### src/rtl/kht_pkg.sv
package kht_pkg;

  localparam int MAX_KEYS_DEF = 64;

  // register indexes on the configuration port
  localparam logic REG_NUM_KEYS = 1'b0;

  // item kinds carried in s_tuser
  localparam logic OP_WRITE = 1'b0;
  localparam logic OP_QUERY = 1'b1;

  // squared distance limit for the nearest-center fallback (5000 squared)
  localparam logic [33:0] NEAR_LIMIT_SQ = 34'd25000000;

  typedef struct packed {
    logic [11:0]        h;
    logic [11:0]        w;
    logic signed [15:0] y;
    logic signed [15:0] x;
  } kht_key_t;

  typedef struct packed {
    logic        found;
    logic [5:0]  hit;
    logic        in_rect;
  } kht_result_t;

endpackage

### src/rtl/kht_table.sv
module kht_table #(
  parameter int MAX_KEYS = kht_pkg::MAX_KEYS_DEF,
  localparam int AW = (MAX_KEYS > 1) ? $clog2(MAX_KEYS) : 1
) (
  input  logic             clk,
  input  logic             we,
  input  logic [AW-1:0]    waddr,
  input  kht_pkg::kht_key_t wdata,
  input  logic [AW-1:0]    raddr,
  output kht_pkg::kht_key_t rdata
);

  kht_pkg::kht_key_t mem [MAX_KEYS];

  always_ff @(posedge clk) begin
    if (we) begin
      mem[waddr] <= wdata;
    end
  end

  always_ff @(posedge clk) begin
    rdata <= mem[raddr];
  end

endmodule

### config.mk
export PLATFORM = sky130hd
export DESIGN_NAME = kht_table
export DESIGN_NICKNAME = d
export VERILOG_FILES = /design/src/rtl/kht_pkg.sv /design/src/rtl/kht_table.sv
export SDC_FILE = /design/constraint.sdc
export NUM_CORES = 2
export LEC_CHECK = 0
export BUFFER_PORTS_ARGS = -buffer_cell sky130_fd_sc_hd__buf_2
export CAP_MARGIN = 20
export CELL_PAD_IN_SITES_DETAIL_PLACEMENT = 1
export CELL_PAD_IN_SITES_GLOBAL_PLACEMENT = 2
export CORE_MARGIN = 4
export CORE_UTILIZATION = 53
export CTS_BUF_LIST = sky130_fd_sc_hd__clkbuf_2 sky130_fd_sc_hd__clkbuf_4 sky130_fd_sc_hd__clkbuf_8
export DETAILED_ROUTE_END_ITERATION = 10
export PLACE_DENSITY_LB_ADDON = 0.25
export SLEW_MARGIN = 20
export SYNTH_ARGS = -nofsm -noshare
export SYNTH_HDL_FRONTEND = slang
export SYNTH_SLANG_ARGS = --single-unit
### constraint.sdc
create_clock -name clk -period 7.2 [get_ports clk]
set_clock_uncertainty 0.1 [all_clocks]
set_input_delay 1.8 -clock clk [delete_from_list [all_inputs] [get_ports clk]]
set_output_delay 1.8 -clock clk [all_outputs]
set_load 0.01 [all_outputs]
==> run_results.csv <==
group,metric,value,unit
setup_path,cp_max_fo,29,
logic_synthesis,netlist_area,137000,sq um
die,die_area,266700,sq um
clocking,clk_pin_slew,0.06,ns
detailed_routing,ant_nets,0,
timing,fmax,0.2443,GHz
power_and_ir_drop,p_leak,48.88,nW
logic_synthesis,ys.flop_type,"edfxtp_1",
logic_synthesis,yosys.area.top_type,"edfxtp_1",
finish,area_growth,13.03,%
logic_synthesis,ys_warn_count,0,
die,io_pins,126,
timing,setup_tns,0,ns
timing,min_period,4.094,ns
logic_synthesis,ys_ff_latch,3640,
clocking,htreeDepth,6,
power_and_ir_drop,power.density,280.2,nW/um^2
grt,antenna_found_initial,33,
die,die_x,516.4,microns
timing,fin_ws,3.106,ns
clocking,numClockSinks,3640,
die,die_y,516.4,microns
detailed_routing,via_per_inst,6.704,
grt,use_met2,48.62,%
detailed_routing,wl,404.1,mm
detailed_routing,drcViolationCount,0,
detailed_routing,first_pass_iters,5,
clocking,cts_setup_buffers,0,
grt,grtUsageMet1,41.96,%
logic_synthesis,synth_area_per_cell,23.03,sq um
die,core.rowCount,186,
logic_synthesis,syn-num-nets,6019,
clocking,cts_tree,"done",
logic_synthesis,synth_edf_count,3584,
placed_design,numPortBuffers,125,
min_path,hp-class,"register to register",
logic_synthesis,synthTopCellsByCount,"edfxtp_1, mux4_2, o22ai_1, mux2i_1, clkbuf_1",
timing,final_hold_viol_count,0,
detailed_routing,drt_iter0_markers,9480,
clocking,cts_buffers,586,
grt,first_global_vias,72640,
grt,gr-total-overflow,0,
die,start_util,53.32,%
die,core_area,256900,sq um
clocking,cts_root_buffer,"clkbuf_8",
placed_design,gp_congestion,0.7931,
power_and_ir_drop,peakVddDrop,0.2232,mV
grt,grtUsageTotal,30.52,%
clocking,postCtsResizedCells,0,
timing,slew_headroom,20.53,%
clocking,postCtsHoldBufs,0,
logic_synthesis,synthArstFlopShare,0,%
timing,worst_slew_pin_slew,1.189,ns
clocking,cts_buffer_depth,4,
setup_path,worstPathArrival,4.77,ns
finish,final_core_util,60.26,%
run,max_cap_viol_count,0,
logic_synthesis,yosysMostFrequentCell,"edfxtp_1",
grt,grt_max_degree,132,
logic_synthesis,ys_top_cells_by_area,"edfxtp_1, mux4_2, mux2i_1, o22ai_1, dfxtp_1",
setup_path,path_class,"input port to register",
timing,rsz0062_at_grt,"false",
logic_synthesis,ys_seq_area_share,79.38,%
logic_synthesis,yosysUniqueCellTypes,47,
timing,drv_slew,0,
finish,drive_gt1_share,31.80,%
finish,nNetsFinal,6623,
grt,met3_usage,6.519,%
logic_synthesis,synth_top_area_share,78.57,%
detailed_routing,wl_per_cell,38.84,microns
run_status,status,"finished, final reports clean",
timing,finalCritPeriodShare,56.86,%
grt,grt_pass1_wl,567.0,mm
clocking,insertion_delay,1.20,ns
setup_path,start_kind,"input port",
power_and_ir_drop,total_power,43.38,mW
detailed_routing,detailroute.via_count,69750,
grt,top_usage_layer,"met2",
setup_path,required,7.87,ns
placed_design,dp_hpwl,221.4,mm
placed_design,pre_cts_ws,1.958,ns
setup_path,end_kind,"register",
logic_synthesis,syn_inst,5949,
timing,setup_viol,0,
-- layer usage --
layer	wire length, microns	vias to the layer above
met4	16240	14
met2	197100	4270
li1	-	26900
met1	150300	37740
met5	88	-
met3	40410	826
-- metrics by stage --
| step | cells | cell area, sq um | hold slack [ns] |
|---|---|---|---|
| after global placement | 9339 | 142900 | 0.6514 |
| after global routing | 10400 | 154800 | 0.7580 |
| after CTS | 10390 | 154600 | 0.7062 |
| after floorplan | 5949 | 137000 | 0.5990 |
| after detailed placement | 9342 | 143000 | 0.6857 |
| final | 10400 | 154800 | 0.7134 |
-- registers in the layout (all words and copies together), names as in the netlist --
signal and count:
mem 3584, rdata 56
-- final cells by class --
type / instances / area [sq um]
fill: 21020 / 102100
timing repair buffer: 358 / 3321
inverter: 1 / 8.758
multi-input combinational: 1966 / 26880
clock buffer: 834 / 10130
tap: 3384 / 4234
antenna: 10 / 25.02
sequential: 3640 / 108700
clock inverter: 211 / 1488
-- cells by family after synthesis --
logic type | after synthesis | synth area share [%]
compound gates | 591 | 2.994
buf+inv | 343 | 1.411
flops | 3640 | 79.38
mux | 1051 | 15.04
simple gates | 324 | 1.167
-- cells in the final DEF, fill, tap and decap left out, types with 21 or more instances in the layout --
| cell | n |
|---|---|
| clkbuf_4 | 215 |
| mux2i_1 | 217 |
| clkinv_1 | 103 |
| clkbuf_8 | 619 |
| buf_2 | 82 |
| dfxtp_1 | 56 |
| mux4_2 | 803 |
| edfxtp_1 | 3584 |
| o22ai_1 | 252 |
| o21a_1 | 33 |
| nand2_1 | 69 |
| nor2_1 | 25 |
| mux2_2 | 31 |
| nor2_4 | 63 |
| clkinv_2 | 46 |
| nand3_1 | 28 |
| o21ai_0 | 40 |
| a211oi_1 | 37 |
| a311oi_1 | 21 |
| a22oi_1 | 73 |
| o221ai_1 | 57 |
| nor4_1 | 33 |
| buf_12 | 62 |
| nand4_1 | 22 |
| buf_4 | 209 |
-- where the power goes --
| part | internal [mW] | switching (mW) |
|---|---|---|
| logic | 0.731 | 1.34 |
| registers | 23.5 | 0.111 |
| clock network | 9.31 | 8.42 |
| total | 33.5 | 9.87 |
-- final timing paths --
kind          startpoint    endpoint  slack [ns]  cells past startpoint
max                   we  mem[30][9]        3.11                      5
min reg2reg  mem[58][19]   rdata[19]        0.71                      4
max reg2reg  mem[35][43]   rdata[43]        5.08                      5
min          mem[58][19]   rdata[19]        0.71                      4
-- worst max-delay path, cell delays in order --
cell and delay, ns:
buf_2 0.18, nor2b_1 0.31, nand3_1 0.67, nor2_4 1.00, buf_4 0.69
Power figures use the tool's default switching activity.
