## config.mk

```make
export PLATFORM = sky130hd
export DESIGN_NAME = kht_scan
export DESIGN_NICKNAME = d
export VERILOG_FILES = /design/src/rtl/kht_pkg.sv /design/src/rtl/kht_scan.sv
export SDC_FILE = /design/constraint.sdc
export NUM_CORES = 2
export LEC_CHECK = 0
export BUFFER_PORTS_ARGS = -buffer_cell sky130_fd_sc_hd__buf_2
export CAP_MARGIN = 20
export CORE_MARGIN = 2
export CORE_UTILIZATION = 25
export DETAILED_ROUTE_END_ITERATION = 8
export HOLD_SLACK_MARGIN = 0.06
export PLACE_DENSITY = 0.47
export SLEW_MARGIN = 10
export SYNTH_ARGS = -nofsm -noshare
export SYNTH_HDL_FRONTEND = slang
export SYNTH_SLANG_ARGS = --single-unit
```

## constraint.sdc

```tcl
create_clock -name clk -period 6.43 [get_ports clk]
set_input_delay 1.6075 -clock clk [delete_from_list [all_inputs] [get_ports clk]]
set_output_delay 1.6075 -clock clk [all_outputs]
set_load 0.02 [all_outputs]
```

## src/rtl/kht_pkg.sv

```systemverilog
package kht_pkg;

  localparam int MAX_KEYS_DEF = 64;

  // register indexes on the configuration port
  localparam logic REG_NUM_KEYS = 1'b0;

  // item kinds carried in s_tuser
  localparam logic OP_WRITE = 1'b0;
  localparam logic OP_QUERY = 1'b1;

  // squared distance limit for the nearest-center fallback (5000 squared)
  localparam logic [33:0] NEAR_LIMIT_SQ = 34'd25000000;

  typedef struct packed {
    logic [11:0]        h;
    logic [11:0]        w;
    logic signed [15:0] y;
    logic signed [15:0] x;
  } kht_key_t;

  typedef struct packed {
    logic        found;
    logic [5:0]  hit;
    logic        in_rect;
  } kht_result_t;

endpackage

```

## src/rtl/kht_scan.sv

```systemverilog
module kht_scan #(
  parameter int MAX_KEYS = kht_pkg::MAX_KEYS_DEF,
  localparam int AW = (MAX_KEYS > 1) ? $clog2(MAX_KEYS) : 1,
  localparam int CW = $clog2(MAX_KEYS + 1)
) (
  input  logic                 clk,
  input  logic                 rst,
  input  logic                 start,
  input  logic signed [15:0]   start_x,
  input  logic signed [15:0]   start_y,
  input  logic [6:0]           num_keys,
  output logic                 busy,
  output logic [AW-1:0]        raddr,
  input  kht_pkg::kht_key_t    rdata,
  input  logic                 res_free,
  output logic                 res_valid,
  output kht_pkg::kht_result_t res
);

  typedef enum logic [2:0] {
    S_IDLE = 3'b001,
    S_RUN  = 3'b010,
    S_DONE = 3'b100
  } state_t;

  state_t state;

  logic signed [15:0] px;
  logic signed [15:0] py;
  logic [CW-1:0]      n;
  logic [CW-1:0]      icnt;
  logic               rd_en;

  // pipeline: v1 read data, v2 distances, v3 squares
  logic          v1, v2, v3;
  logic [AW-1:0] idx1, idx2, idx3;
  logic [16:0]   dx, dy;
  logic          in2, in3;
  logic [33:0]   sqx, sqy;
  logic [33:0]   dist_sq;

  logic [33:0]   best;
  logic          ins_found, near_found;
  logic [AW-1:0] ins_hit, near_hit;

  logic signed [17:0] cx, cy, ddx, ddy, rx, ry, px18, py18;
  logic               in_now;
  logic [CW-1:0]      n_next;

  assign rd_en = (state == S_RUN) && (icnt < n);
  assign raddr = icnt[AW-1:0];
  assign busy  = (state != S_IDLE);

  always_comb begin
    if (32'(num_keys) < MAX_KEYS) begin
      n_next = CW'(num_keys);
    end else begin
      n_next = CW'(MAX_KEYS);
    end
  end

  // geometry of the entry just read
  always_comb begin
    px18   = 18'(px);
    py18   = 18'(py);
    cx     = 18'(rdata.x) + $signed({7'b0, rdata.w[11:1]});
    cy     = 18'(rdata.y) + $signed({7'b0, rdata.h[11:1]});
    rx     = 18'(rdata.x) + $signed({6'b0, rdata.w});
    ry     = 18'(rdata.y) + $signed({6'b0, rdata.h});
    ddx    = px18 - cx;
    ddy    = py18 - cy;
    in_now = (px18 >= 18'(rdata.x)) && (px18 <= rx) &&
             (py18 >= 18'(rdata.y)) && (py18 <= ry);
  end

  assign dist_sq = sqx + sqy;

  always_ff @(posedge clk) begin
    if (rst) begin
      state      <= S_IDLE;
      v1         <= 1'b0;
      v2         <= 1'b0;
      v3         <= 1'b0;
      ins_found  <= 1'b0;
      near_found <= 1'b0;
      res_valid  <= 1'b0;
    end else begin
      res_valid <= 1'b0;
      v1        <= rd_en;
      v2        <= v1;
      v3        <= v2;
      unique case (state)
        S_IDLE: begin
          if (start) begin
            ins_found  <= 1'b0;
            near_found <= 1'b0;
            state      <= S_RUN;
          end
        end
        S_RUN: begin
          if (v3) begin
            if (in3 && !ins_found) begin
              ins_found <= 1'b1;
            end
            if (dist_sq < best) begin
              near_found <= 1'b1;
            end
          end
          if (!rd_en && !v1 && !v2 && !v3) begin
            state <= S_DONE;
          end
        end
        S_DONE: begin
          if (res_free) begin
            res_valid <= 1'b1;
            state     <= S_IDLE;
          end
        end
        default: state <= S_IDLE;
      endcase
    end
  end

  // datapath, no reset
  always_ff @(posedge clk) begin
    if (state == S_IDLE && start) begin
      px   <= start_x;
      py   <= start_y;
      n    <= n_next;
      icnt <= '0;
      best <= kht_pkg::NEAR_LIMIT_SQ;
    end
    if (rd_en) begin
      icnt <= icnt + CW'(1);
    end
    idx1 <= raddr;
    idx2 <= idx1;
    idx3 <= idx2;
    dx   <= ddx[17] ? 17'(-ddx) : 17'(ddx);
    dy   <= ddy[17] ? 17'(-ddy) : 17'(ddy);
    in2  <= in_now;
    in3  <= in2;
    sqx  <= 34'(dx) * 34'(dx);
    sqy  <= 34'(dy) * 34'(dy);
    if (state == S_RUN && v3) begin
      if (in3 && !ins_found) begin
        ins_hit <= idx3;
      end
      if (dist_sq < best) begin
        best     <= dist_sq;
        near_hit <= idx3;
      end
    end
    if (state == S_DONE && res_free) begin
      res.found   <= ins_found || near_found;
      res.in_rect <= ins_found;
      if (ins_found) begin
        res.hit <= 6'(ins_hit);
      end else if (near_found) begin
        res.hit <= 6'(near_hit);
      end else begin
        res.hit <= 6'd0;
      end
    end
  end

endmodule

```

==> metrics <==
initial core utilization=25.3%; area leader, netlist=fa_1; Final period util=95.4%; Die Width=356 um; Final Cell Area=34900 sq um; fraction of registers with async set/reset=0%; syn_nets=4276; initial antenna violation count=2; first-pass GRT wire length=117 mm; worst min-delay path category=flop to flop; CP startpoint kind=flop; Worst EP required=6.96 ns; mux contribution to synthesized area=0.203%; WHS=0.319 ns; DP Worst Slack=0.0269 ns; post-place instance area=33800 sq um; CP Class=flop to flop; Post-DP HPWL=59.7 mm; main flop type after synthesis=dfxtp_1; ANT nets after route=0; largest stage delay on the critical path=0.74 ns; max-cap violations=0; worst skew pair latency=0.61 ns; Iter 0 DRT Violations=790; DR pass1 iterations=5; IO Pins=115; min-delay src=idx2[3]; CTS Buffer Depth=3; Port Buffer Count=114; worst-path fanout max=10; Via Count=21869; largest net degree at the start of global routing=49; Slew headroom=29.4%; FF+latch count, synth=229; vias in the first global route=23242; leading cell type in the layout, fill and taps excluded=inv_1; reg2reg start=dy[0]; cell mode on critical path=fa_1; CTS tree=built; synth top area cells=fa_1 (26%), ha_1 (17%), dfxtp_1 (11%); final setup margin=0.298 ns; fin nets=4427; min Tclk post-route=6.13 ns; cells along the critical path=and2_1 > inv_1 > fa_1 > inv_1 > fa_1 > ha_1 > fa_1 > fa_1 > inv_1 > fa_1 > inv_1 > ha_1 > a21oi_2 > o21ai_2 > a2111oi_4 > nor3_4 > o41ai_4 > o21ai_2 > a221o_1 > a21oi_2 > xnor2_1; H-tree depth=1; Worst Tran Pin Value=1.06 ns; fmax=0.163 GHz; most frequent cells in the layout=inv_1 (737), ha_1 (430), fa_1 (404), nand2_1 (226), nor2_1 (153); Core Region=122000 sq um; synthesized cell area=30900 sq um; WL/cell=13.5 um; Yosys top cell area share=26.2%; number of fill cells=13047; share of post-route cells with drive strength above 1=9.79%; Tot GR Track Use=11.2%; Ys Warns=0; final wirelength=69.3 mm; area delta synth->final=12.9%; Final GP Congestion=0.819; CP max stage cell=dfxtp_1; critical path startpoint=dy[0]; Post-Synth Adder-Cell Area=43.6%; Seq/Total Area, Yosys=17.0%; area of the multi-input gates=22600 sq um; final hold violation count=0; # DRC=0; chip height=356 um; Simple-Gate Fraction of Synth Area=11.9%; FF-to-FF setup slack=0.30 ns; Synth Area in XOR/XNOR=5.47%; syn avg cell area=9.24 sq um; # setup viols final=0; Cell variety after synth=92; Storage cell area=5270 sq um; num rows=128; Compound-Gate Fraction of Synth Area=11.7%; clock slew at reported path FFs=0.07 ns; number of synthesized flops with an enable pin=66; Post-Route Skew=0.0584 ns; root buffer cell=clkbuf_16; Gate Count Post-Synth=3342; Die ar.=126000 sq um; largest family of logic cells by synthesized area=adder cells; clock sinks=229; outcome=finished, final reports clean; Vias per Instance=4.25; final max-slew violation count=0; gr ovfl total=0; Arr. time, crit path=6.66 ns; n_diodes=0; CP Capture Type=flop; total CTS buffers=29
-- synthesized netlist by cell type (all sizes together), types with 23 or more instances --
| cell type | number |
|---|---|
| inv | 739 |
| ha | 431 |
| fa | 404 |
| nand2 | 226 |
| dfxtp | 163 |
| nor2 | 154 |
| a21oi | 147 |
| xnor2 | 119 |
| and2 | 112 |
| a21o | 99 |
| o21ai | 78 |
| xor2 | 73 |
| edfxtp | 66 |
| clkbuf | 65 |
| nor3 | 45 |
| and3 | 41 |
| nand3 | 39 |
| nor2b | 32 |
| a31oi | 26 |
| nand4 | 23 |
-- layout make-up --
cell class / instances / area share [%]
multi-input cells: 2294 / 64.8
flip-flops and latches: 229 / 15.1
inverters: 739 / 7.95
well taps: 1625 / 5.83
repair buffers: 200 / 3.49
clock buffers: 33 / 2.21
clock inverters: 20 / 0.610
-- state kept, by name, indices dropped and copies added, names as in the netlist, 3 cells and up --
signal / cells
py: 16
n: 7
idx3: 6
res: 8
near_hit: 6
px: 16
idx2: 6
dx: 17
icnt: 7
dy: 17
ins_hit: 6
sqx: 33
idx1: 6
state: 3
best: 34
sqy: 33
-- per-stage QoR --
stage          utilization (%)  instances  setup TNS, ns
6_report                  28.5       5140              0
5_1_grt                   28.5       5140        -0.0341
4_1_cts                   28.5       5138              0
3_5_place_dp              27.7       5085              0
3_3_place_gp              27.7       5085              0
2_1_floorplan                -       3342              0
-- worst max-delay path: cells and delay by family, from the launching register on --
family	cells	cell delay, ns
simple gates	2	0.37
buf+inv	4	0.24
compound gates	7	1.67
xor+xnor	1	0.12
flops	1	0.74
fa+ha+maj	7	2.92
-- worst paths after layout --
check | cells after the start | end
setup / recovery | 21 | sqy[33]
hold / removal | 0 | idx3[3]
setup reg to reg | 21 | sqy[33]
hold reg to reg | 0 | idx3[3]
-- cells by family (layout without fill, tap and decap cells) --
logic type / after synthesis / count (layout)
buffers and inverters: 819 / 992
AO/OA/AOI/OAI: 518 / 518
AND/OR/NAND/NOR: 743 / 743
multiplexers: 6 / 6
XOR/XNOR: 192 / 192
flip-flops: 229 / 229
adder cells (fa/ha/maj): 835 / 835
-- per-layer routing --
| layer | vias to the layer above | global-route usage, % | wire, um | part of all wire [%] |
|---|---|---|---|---|
| li1 | 11037 | - | - | - |
| met1 | 10498 | 15.0 | 32900 | 48 |
| met2 | 282 | 19.4 | 33000 | 48 |
| met3 | 52 | 1.58 | 2350 | 3.4 |
| met4 | 0 | 1.68 | 1030 | 1.5 |
| met5 | - | 0 | 0 | 0 |
-- repair_timing --
item	CTS	global route
hold buffers	0	0
endpoints found under the hold margin	0	0
pin swaps	0	5
resized for setup	1	31
setup endpoints to repair	1	17
setup buffers	0	2
Power is left out: the tool's default activity adds up to more than one toggle a clock period on the data nets, which glitch-free logic cannot reach.
